--- src/rtl/tmrbank_pkg.sv ---
`timescale 1ns / 1ps
`default_nettype none
// ----------------------------------------------------------------------------
// timer bank package
// shared constants, slot store command types and sequencer states
// ----------------------------------------------------------------------------
package tmrbank_pkg;

  localparam int TIMER_SLOTS = 16;
  localparam int IDX_W       = (TIMER_SLOTS > 1) ? $clog2(TIMER_SLOTS) : 1;
  localparam int SLOT_W      = 4;
  localparam int TIME_W      = 32;

  localparam logic KIND_CREATE = 1'b0;
  localparam logic KIND_TICK   = 1'b1;

  typedef logic [IDX_W-1:0]  idx_t;
  typedef logic [TIME_W-1:0] time_t;

  // write command into the slot store
  typedef struct packed {
    logic  claim;
    logic  restart;
    logic  retire;
    idx_t  idx;
    time_t start;
    time_t interval;
    logic  periodic;
  } slot_wr_t;

  // one slot as read from the store
  typedef struct packed {
    logic  active;
    time_t start;
    time_t interval;
    logic  periodic;
  } slot_rd_t;

  // one result word
  typedef struct packed {
    logic [SLOT_W-1:0] slot;
    logic              created;
    logic              fired;
    logic              last;
  } result_t;

  typedef enum logic [3:0] {
    S_IDLE   = 4'b0001,
    S_CREATE = 4'b0010,
    S_TICK   = 4'b0100,
    S_CLOSE  = 4'b1000
  } seq_state_t;

endpackage
`default_nettype wire

--- src/rtl/tmrbank_store.sv ---
`timescale 1ns / 1ps
`default_nettype none
// ----------------------------------------------------------------------------
// timer bank slot store
// active bits plus start, interval and mode of every slot
// ----------------------------------------------------------------------------
module tmrbank_store
  import tmrbank_pkg::*;
(
  input  logic     clk,
  input  logic     rst_n,
  input  slot_wr_t wr,
  input  idx_t     rd_idx,
  output slot_rd_t rd
);

  logic [TIMER_SLOTS-1:0] active_r;
  time_t                  start_r    [TIMER_SLOTS];
  time_t                  interval_r [TIMER_SLOTS];
  logic                   periodic_r [TIMER_SLOTS];

  always_ff @(posedge clk) begin
    if (!rst_n) begin
      active_r <= '0;
    end else if (wr.claim) begin
      active_r[wr.idx] <= 1'b1;
    end else if (wr.retire) begin
      active_r[wr.idx] <= 1'b0;
    end
  end

  // payload, no reset
  always_ff @(posedge clk) begin
    if (wr.claim) begin
      start_r[wr.idx]    <= wr.start;
      interval_r[wr.idx] <= wr.interval;
      periodic_r[wr.idx] <= wr.periodic;
    end else if (wr.restart) begin
      start_r[wr.idx]    <= wr.start;
    end
  end

  always_comb begin
    rd.active   = active_r[rd_idx];
    rd.start    = start_r[rd_idx];
    rd.interval = interval_r[rd_idx];
    rd.periodic = periodic_r[rd_idx];
  end

endmodule
`default_nettype wire

--- src/rtl/tmrbank_unit.sv ---
`timescale 1ns / 1ps
`default_nettype none
// ----------------------------------------------------------------------------
// timer bank expiry unit
// shared subtract and compare for the slot under scan
// ----------------------------------------------------------------------------
module tmrbank_unit
  import tmrbank_pkg::*;
(
  input  time_t    now,
  input  slot_rd_t slot,
  output logic     hit
);

  time_t elapsed;

  // wraps modulo 2^32
  assign elapsed = now - slot.start;
  assign hit     = slot.active && (elapsed >= slot.interval);

endmodule
`default_nettype wire

--- src/rtl/tmrbank_seq.sv ---
`timescale 1ns / 1ps
`default_nettype none
// ----------------------------------------------------------------------------
// timer bank sequencer
// walks the slots one per cycle while the output register is free, for create and tick words
// ----------------------------------------------------------------------------
module tmrbank_seq
  import tmrbank_pkg::*;
(
  input  logic     clk,
  input  logic     rst_n,
  input  logic     in_valid,
  output logic     in_ready,
  input  logic     in_kind,
  input  time_t    in_span_ms,
  input  logic     in_periodic,
  input  time_t    in_now_ms,
  input  logic     in_in_play,
  input  logic     out_free,
  input  slot_rd_t rd,
  input  logic     hit,
  output idx_t     rd_idx,
  output time_t    cur_now,
  output slot_wr_t wr,
  output logic     emit,
  output result_t  res
);

  seq_state_t state_r, state_nxt;
  idx_t       idx_r, idx_nxt;
  time_t      now_r;
  time_t      interval_r;
  logic       periodic_r;
  logic       idx_last;

  assign in_ready = (state_r == S_IDLE);
  assign rd_idx   = idx_r;
  assign cur_now  = now_r;
  assign idx_last = (idx_r == IDX_W'(TIMER_SLOTS - 1));

  always_ff @(posedge clk) begin
    if (!rst_n) begin
      state_r <= S_IDLE;
      idx_r   <= '0;
    end else begin
      state_r <= state_nxt;
      idx_r   <= idx_nxt;
    end
  end

  always_ff @(posedge clk) begin
    if (in_valid && in_ready) begin
      now_r      <= in_now_ms;
      interval_r <= in_span_ms;
      periodic_r <= in_periodic;
    end
  end

  always_comb begin
    state_nxt   = state_r;
    idx_nxt     = idx_r;
    emit        = 1'b0;
    res         = '0;
    wr.claim    = 1'b0;
    wr.restart  = 1'b0;
    wr.retire   = 1'b0;
    wr.idx      = idx_r;
    wr.start    = now_r;
    wr.interval = interval_r;
    wr.periodic = periodic_r;
    unique case (state_r)
      S_IDLE: begin
        if (in_valid) begin
          idx_nxt = '0;
          if (in_kind == KIND_CREATE) begin
            state_nxt = S_CREATE;
          end else if (in_in_play) begin
            state_nxt = S_TICK;
          end else begin
            state_nxt = S_CLOSE;
          end
        end
      end
      S_CREATE: begin
        if (out_free) begin
          if (!rd.active) begin
            wr.claim    = 1'b1;
            emit        = 1'b1;
            res.slot    = SLOT_W'(idx_r);
            res.created = 1'b1;
            res.last    = 1'b1;
            state_nxt   = S_IDLE;
          end else if (idx_last) begin
            // pool full
            emit      = 1'b1;
            res.last  = 1'b1;
            state_nxt = S_IDLE;
          end else begin
            idx_nxt = idx_r + idx_t'(1);
          end
        end
      end
      S_TICK: begin
        if (out_free) begin
          if (hit) begin
            emit      = 1'b1;
            res.slot  = SLOT_W'(idx_r);
            res.fired = 1'b1;
            if (rd.periodic) begin
              wr.restart = 1'b1;
            end else begin
              wr.retire = 1'b1;
            end
          end
          if (idx_last) begin
            state_nxt = S_CLOSE;
          end else begin
            idx_nxt = idx_r + idx_t'(1);
          end
        end
      end
      S_CLOSE: begin
        if (out_free) begin
          emit      = 1'b1;
          res.last  = 1'b1;
          state_nxt = S_IDLE;
        end
      end
      default: begin
        state_nxt = S_IDLE;
      end
    endcase
  end

endmodule
`default_nettype wire

--- src/rtl/one_shot_periodic_timer_bank.sv ---
`timescale 1ns / 1ps
`default_nettype none
// ----------------------------------------------------------------------------
// one-shot / periodic timer bank
// first word: accept updates the state register, then the word is registered
// create: free-slot search, one slot per cycle while the output is free
// tick in play: one slot per cycle through the compare unit, then last word
// tick not in play: closing word only; output stalls hold the scan in place
// reset: all slots free at once, no clearing pass; slot payload is not reset
// ----------------------------------------------------------------------------
module one_shot_periodic_timer_bank
  import tmrbank_pkg::*;
(
  input  logic              clk,
  input  logic              rst_n,
  input  logic              in_valid,
  output logic              in_ready,
  input  logic              in_kind,
  input  logic [31:0]       in_span_ms,
  input  logic              in_periodic,
  input  logic [31:0]       in_now_ms,
  input  logic              in_in_play,
  output logic              out_valid,
  input  logic              out_ready,
  output logic [SLOT_W-1:0] out_slot,
  output logic              out_created,
  output logic              out_fired,
  output logic              out_last
);

  // sequencer <-> store / compare unit
  slot_wr_t wr;
  slot_rd_t rd;
  idx_t     rd_idx;
  time_t    cur_now;
  logic     hit;
  logic     emit;
  result_t  res;

  // output register
  logic     out_valid_r;
  result_t  out_res_r;
  logic     out_free;

  // the scan only moves when the output register can take a word
  assign out_free = !out_valid_r || out_ready;

  tmrbank_store u_store (
    .clk    (clk),
    .rst_n  (rst_n),
    .wr     (wr),
    .rd_idx (rd_idx),
    .rd     (rd)
  );

  // elapsed = now - start, compared against the interval
  tmrbank_unit u_unit (
    .now  (cur_now),
    .slot (rd),
    .hit  (hit)
  );

  tmrbank_seq u_seq (
    .clk            (clk),
    .rst_n          (rst_n),
    .in_valid       (in_valid),
    .in_ready       (in_ready),
    .in_kind        (in_kind),
    .in_span_ms     (in_span_ms),
    .in_periodic    (in_periodic),
    .in_now_ms      (in_now_ms),
    .in_in_play     (in_in_play),
    .out_free       (out_free),
    .rd             (rd),
    .hit            (hit),
    .rd_idx         (rd_idx),
    .cur_now        (cur_now),
    .wr             (wr),
    .emit           (emit),
    .res            (res)
  );

  // output word valid flag
  always_ff @(posedge clk) begin
    if (!rst_n) begin
      out_valid_r <= 1'b0;
    end else if (out_free) begin
      out_valid_r <= emit;
    end
  end

  // output word payload
  always_ff @(posedge clk) begin
    if (out_free && emit) begin
      out_res_r <= res;
    end
  end

  assign out_valid   = out_valid_r;
  assign out_slot    = out_res_r.slot;
  assign out_created = out_res_r.created;
  assign out_fired   = out_res_r.fired;
  assign out_last    = out_res_r.last;

endmodule
`default_nettype wire
--- config.mk ---
export PLATFORM = sky130hd
export DESIGN_NAME = one_shot_periodic_timer_bank
export DESIGN_NICKNAME = d
export VERILOG_FILES = /design/src/rtl/tmrbank_pkg.sv /design/src/rtl/tmrbank_store.sv /design/src/rtl/tmrbank_unit.sv /design/src/rtl/tmrbank_seq.sv /design/src/rtl/one_shot_periodic_timer_bank.sv
export SDC_FILE = /design/constraint.sdc
export NUM_CORES = 1
export LEC_CHECK = 0
export BUFFER_PORTS_ARGS = -buffer_cell sky130_fd_sc_hd__buf_2
export CAP_MARGIN = 5
export CORE_MARGIN = 4
export CORE_UTILIZATION = 56
export DETAILED_ROUTE_END_ITERATION = 8
export GPL_TIMING_DRIVEN = 0
export PLACE_DENSITY = 0.77
export RECOVER_POWER = 50
export SLEW_MARGIN = 20
export SYNTH_ARGS = -nofsm -noshare
export SYNTH_HDL_FRONTEND = slang
export SYNTH_SLANG_ARGS = --single-unit
--- constraint.sdc ---
create_clock -name clk -period 8.3 [get_ports clk]
set_input_delay 0.415 -clock clk [delete_from_list [all_inputs] [get_ports clk]]
set_output_delay 0.415 -clock clk [all_outputs]
set_load 0.01 [all_outputs]
### After elaboration in Yosys (flattened, before gate mapping)

Memory sizes are Yosys's and may differ from the RTL's. A register that Yosys moved wholly into a read port is not among the register bits.
Cells that the tools add are included.

* register bits after elaboration: 97
* bits in writable memories: 1040
* ROM bits: 0
* memories: 3
* latch bits: 0
* input port bits: 71

Memory list
* u_store.interval_r: words 16, width 32, rd ports 1, clocked after Yosys merged registers in 1, wr ports 1, RTL line tmrbank_store.sv:19 `time_t interval_r [TIMER_SLOTS];`
* u_store.start_r: words 16, width 32, rd ports 1, clocked after Yosys merged registers in 1, wr ports 1, RTL line tmrbank_store.sv:18 `time_t start_r [TIMER_SLOTS];`
* u_store.periodic_r: words 16, width 1, rd ports 1, clocked after Yosys merged registers in 1, wr ports 1, RTL line tmrbank_store.sv:20 `logic periodic_r [TIMER_SLOTS];`

* add/subtract/negate cells: 2
* multiplexer cells: 55
* div/mod/pow operators: 0
* multiply operators: 0
* eq/ne operators: 12
* magnitude comparators: 3
* reduce and logical (&&, ||, !) cells: 11
* bitwise logic cells: 4
* shifts and indexed selects: 0

Operators by type and width (count)
* $mux W4: 22
* $ge A32 B32 Y1: 1
* $mux W16: 2
* $mux W32: 1
* $sub A32 B32 Y32: 1
* $mux W1: 18
* $and A16 B16 Y16: 1
* $not A16 Y16: 1
* $or A16 B16 Y16: 1
* $pmux W4 S4: 1
* $pmux W4 S3: 1
* $mux W5: 2
* $eq A4 B4 Y1 const B: 2
* $ne A2 B2 Y1 const B: 4
* $pmux W4 S2: 1
* $mux W2: 3
* $reduce_and A6 Y1: 1
* $lt A4 B5 Y1 const B: 1
* $reduce_and A5 Y1: 1
* $add A4 B1 Y4 const B: 1
* $bmux W1 S4: 1
* $demux W1 S4: 1
* $eq A4 B1 Y1 const B: 1
* $eq A4 B2 Y1 const B: 1
* 13 further kinds: 17

### Logic depth before layout (Yosys ltp)

* word-level depth: 10
* gate-level depth with buffers: 28
* gate-level depth less buffers: 23

### Hierarchy

A second synthesis with hierarchy kept.

* cells, all modules: 2316
* area total of the unflattened synthesis: 45737.6 um^2

Modules (own cells, without submodules)
* tmrbank_store: instances 1, seq. area each 31550.3 um^2, cells an instance 1726, area each 39844.5 um^2
* tmrbank_seq: instances 1, seq. area each 2112.0 um^2, cells an instance 187, area each 2917.8 um^2
* tmrbank_unit: instances 1, seq. area each 0.0 um^2, cells an instance 391, area each 2707.6 um^2
* one_shot_periodic_timer_bank: instances 1, seq. area each 230.2 um^2, cells an instance 12, area each 267.8 um^2

### Worst setup path before layout

No wires, ideal clock.

* path type: register to register
* start: register with a tool-made name
* end: memory u_store.start_r[0][0] (netlist name), enable pin
* stages on the path, launching flop included: 28
* setup slack: -0.082 ns
* arrival time: 7.961 ns
* clock period less this slack: 8.382 ns
* buffers on the path: 5
* path through: dfxtp_1 -> buf_2 -> buf_2 -> clkbuf_1 -> buf_1 -> mux4_2 -> mux4_2 -> inv_1 -> ha_1 -> and2_1 -> a221o_1 -> a211oi_1 -> o211ai_1 -> nand3_1 -> o21ai_0 -> a21o_1 -> a21oi_1 -> xnor2_1 -> ha_1 -> and3_1 -> nand3_1 -> or4_1 -> a211oi_1 -> nand2_1 -> a21oi_1 -> a21oi_1 -> buf_2 -> nor2_1

RTL lines (RTL line)
* to (decl): tmrbank_store.sv:18

==> results.tsv <==
metric	value	unit
status	finished, violations left	
failing checks	capacitance limit, slew limit	
port bufs	79	
Critical Path RT	8.71	ns
n_diodes	0	
largest net degree at the start of global routing	45	
crit path kind	reg2reg	
Final nets	2563	
WHS Path Cells	4	
PD cells	233.9	nW/um^2
post-placement setup slack	-2.825	ns
mux cell area share after synthesis	0.1650	
Critical Path Fanout Max	15	
clk_skew	0.03241	ns
leading cell type in the layout, fill and taps excluded	edfxtp_1	
register area share after synthesis	0.7522	
number of flops mapped to enable cells by yosys	1112	
DP HPWL	71010	um
Max Buffers Root-to-Sink	3	
register area	33970	um^2
Tcrit/Tclk final	0.9904	
CP max-delay cell	dfxtp_2	
Routed Antenna Nets	0	
Layout fillers	4691	
final hold vios	0	
overall routing resource usage	0.2784	
Iteration-0 DRC Markers	3696	
I/O pins	80	
reg2reg path depth	29	
CP most frequent cell	a21o_1	
HP Class	in2reg	
FFs w/ async S/R, synth	0	
layout cells sized above 1	0.2882	
main combinational cell family by area after synthesis	multiplexers	
Final Wtd Congestion	0.8820	
final setup violation count	0	
hold wc startpoint	in_kind	
DRC	0	
Avg WL per Cell	33.26	um
area delta synth->final	17.84	%
die area	85260	um^2
first-pass GRT wire length	170500	um
register clock-pin slew on the reported worst setup and hold paths	0.06	ns
slew margin rel.	-0.1767	
Worst Max-Slew Pin Slew	1.755	ns
Synth Area per Inst	21.60	um^2
total grt overflow	0	
max frequency	0.1217	GHz
Syn Std Cell Area	45160	um^2
yosys warns	0	
DR vias	24270	
Slew Limit Fails	24	
most frequent cells in the layout	edfxtp_1, mux4_2, clkbuf_16	
die width	292.0	um
multi-input logic area	10810	um^2
reg2reg end	u_store.start_r[15][21]	
DRT Pass-1 Iters	6	
crit start category	flop	
CP Capture Type	flop	
Sink Count	1141	
Num CTS Buffers	109	
Clk Latency, worst-skew pair	0.69	ns
Initial Util	0.5680	
#FFs+latches synth	1141	
Synth Area in Compound Gates	0.02327	
Final Non-Filler Cells	3562	
Total Wirelength	118500	um
reg-to-reg slack, setup	0.08	ns
number of library cell types mapped by synthesis	55	
final setup margin	0.07995	ns
CP max stage delay	0.55	ns
Max VDD drop	0.1982	mV
Worst Hold Slack	0.09476	ns
Post-Synth XOR/XNOR Area	0.005818	
Synth Net Count	2231	
vias in the first global route	24570	
Pleak	0.01698	uW
number of antenna violations at the first check in global routing	0	
core area	79520	um^2
crit path time final	8.220	ns
Post-Synthesis Cells	2091	
simple-gate share of the synthesized area	0.01989	
die height	292.0	um
# H-tree levels	3	
Top FF cell, synth	edfxtp_1	
Cell Rows	103	
max_cap viols	1	
Vias per Instance	6.814	
CTS root buffer	clkbuf_16	
arrival time worst endpoint	8.63	ns
setup tns final	0	ns
TritonCTS clock tree	yes	
placed cell count	3278	
Hold Path End	u_seq.state_r[1]	
post-synthesis adder-cell area fraction	0.01928	
==> worst max-delay path: cells and delay by family, from the launching register on <==
kind	cells	cell delay [ns]
buf+inv	7	1.83
simple gates	3	0.42
xor+xnor	1	0.39
compound gates	14	3.18
mux	2	0.86
fa+ha+maj	2	0.64
flops	1	0.55
==> power by group <==
group,internal [uW],switching (uW),total (uW),leakage (uW)
Sequential,6570,219,6790,0.0103
Combinational,261,419,681,0.00498
Clock,2860,2120,4980,0.00173
==> synth_stat cells (3+ instances only) <==
library cell,n,area share
nor3_1,8,0.00089
nor2_1,66,0.0055
a21oi_1,53,0.0059
nand2_1,38,0.0032
a31oi_1,16,0.0022
o211ai_1,3,0.00050
nand3_1,15,0.0017
mux4_2,330,0.16
nor2_4,6,0.0015
a41oi_1,3,0.00058
nand4_1,7,0.00097
o21ai_0,30,0.0033
dfxtp_1,29,0.013
a211oi_1,5,0.00083
ha_1,68,0.019
o21ai_1,5,0.00055
a21o_1,26,0.0043
buf_1,30,0.0025
inv_1,77,0.0064
o21bai_1,7,0.0012
clkbuf_1,53,0.0044
nand2b_1,7,0.00097
o31ai_1,3,0.00050
nor2b_1,11,0.0015
nand3b_1,3,0.00050
xnor2_1,20,0.0039
buf_2,5,0.00055
and3_1,6,0.00083
a311oi_1,3,0.00058
o21a_1,6,0.0010
edfxtp_1,1112,0.74
xor2_1,10,0.0019
==> logic make-up (layout without fill, tap and decap cells) <==
kind of cell             count (synthesis)  count (layout)
flip-flops                            1141            1141
AND/OR/NAND/NOR                        181             181
multiplexers                           332             332
AO/OA/AOI/OAI                          170             170
XOR/XNOR                                30              30
adder cells (fa/ha/maj)                 69              69
buffers and inverters                  168             589
==> how the worst max path moves through the flow <==
stage	start	slack, ns	endpoint	cells after the start
6_report	flop	0.08	u_store.start_r[15][21]	29
3_3_place_gp	flop	-4.92	u_store.start_r[0][16]	27
5_1_grt	flop	-0.03	u_store.start_r[15][21]	30
2_1_floorplan	flop	-0.08	u_store.start_r[0][0]	27
4_1_cts	flop	0.01	u_store.start_r[3][14]	28
3_5_place_dp	flop	-2.82	u_store.start_r[8][16]	27
==> per-layer routing <==
metal	part of all wire	global-route usage
met5	0	0
met4	0.047	0.1158
met2	0.49	0.4424
met1	0.35	0.3799
met3	0.12	0.06343
==> per-stage QoR <==
step	power, uW	utilization	area (um^2)
after floorplan	7197	-	45160
after global placement	7452	0.5895	46870
after detailed placement	7510	0.6102	48520
after CTS	12460	0.6680	53120
after global routing	12810	0.6693	53220
final	12450	0.6693	53220
==> cell type report <==
type | count | share of cell area
Inverter | 77 | 0.005454
Tap cell | 1050 | 0.02469
Sequential cell | 1141 | 0.6384
Buffer | 90 | 0.01016
Clock inverter | 59 | 0.01180
Timing Repair Buffer | 222 | 0.05128
Clock buffer | 141 | 0.05506
Multi-Input combinational cell | 782 | 0.2032
==> registers in the layout (all words and copies together), names as in the netlist, named ones only <==
name / flops
out_created: 1
out_fired: 1
out_last: 1
out_slot: 4
out_valid: 1
u_seq.cur_now: 32
u_seq.interval_r: 32
u_seq.periodic_r: 1
u_seq.rd_idx: 4
u_seq.state_r: 4
u_store.interval_r: 512
u_store.periodic_r: 16
u_store.start_r: 512
==> timing repair <==
item                                    CTS  global route
endpoints found under the hold margin    65             0
endpoints found under the setup margin  541           524
buffers inserted                         16             4
gates resized for setup                  99            43
pin swaps                                13             2
hold buffers                             65             0
(Power assumes the default switching activity.)
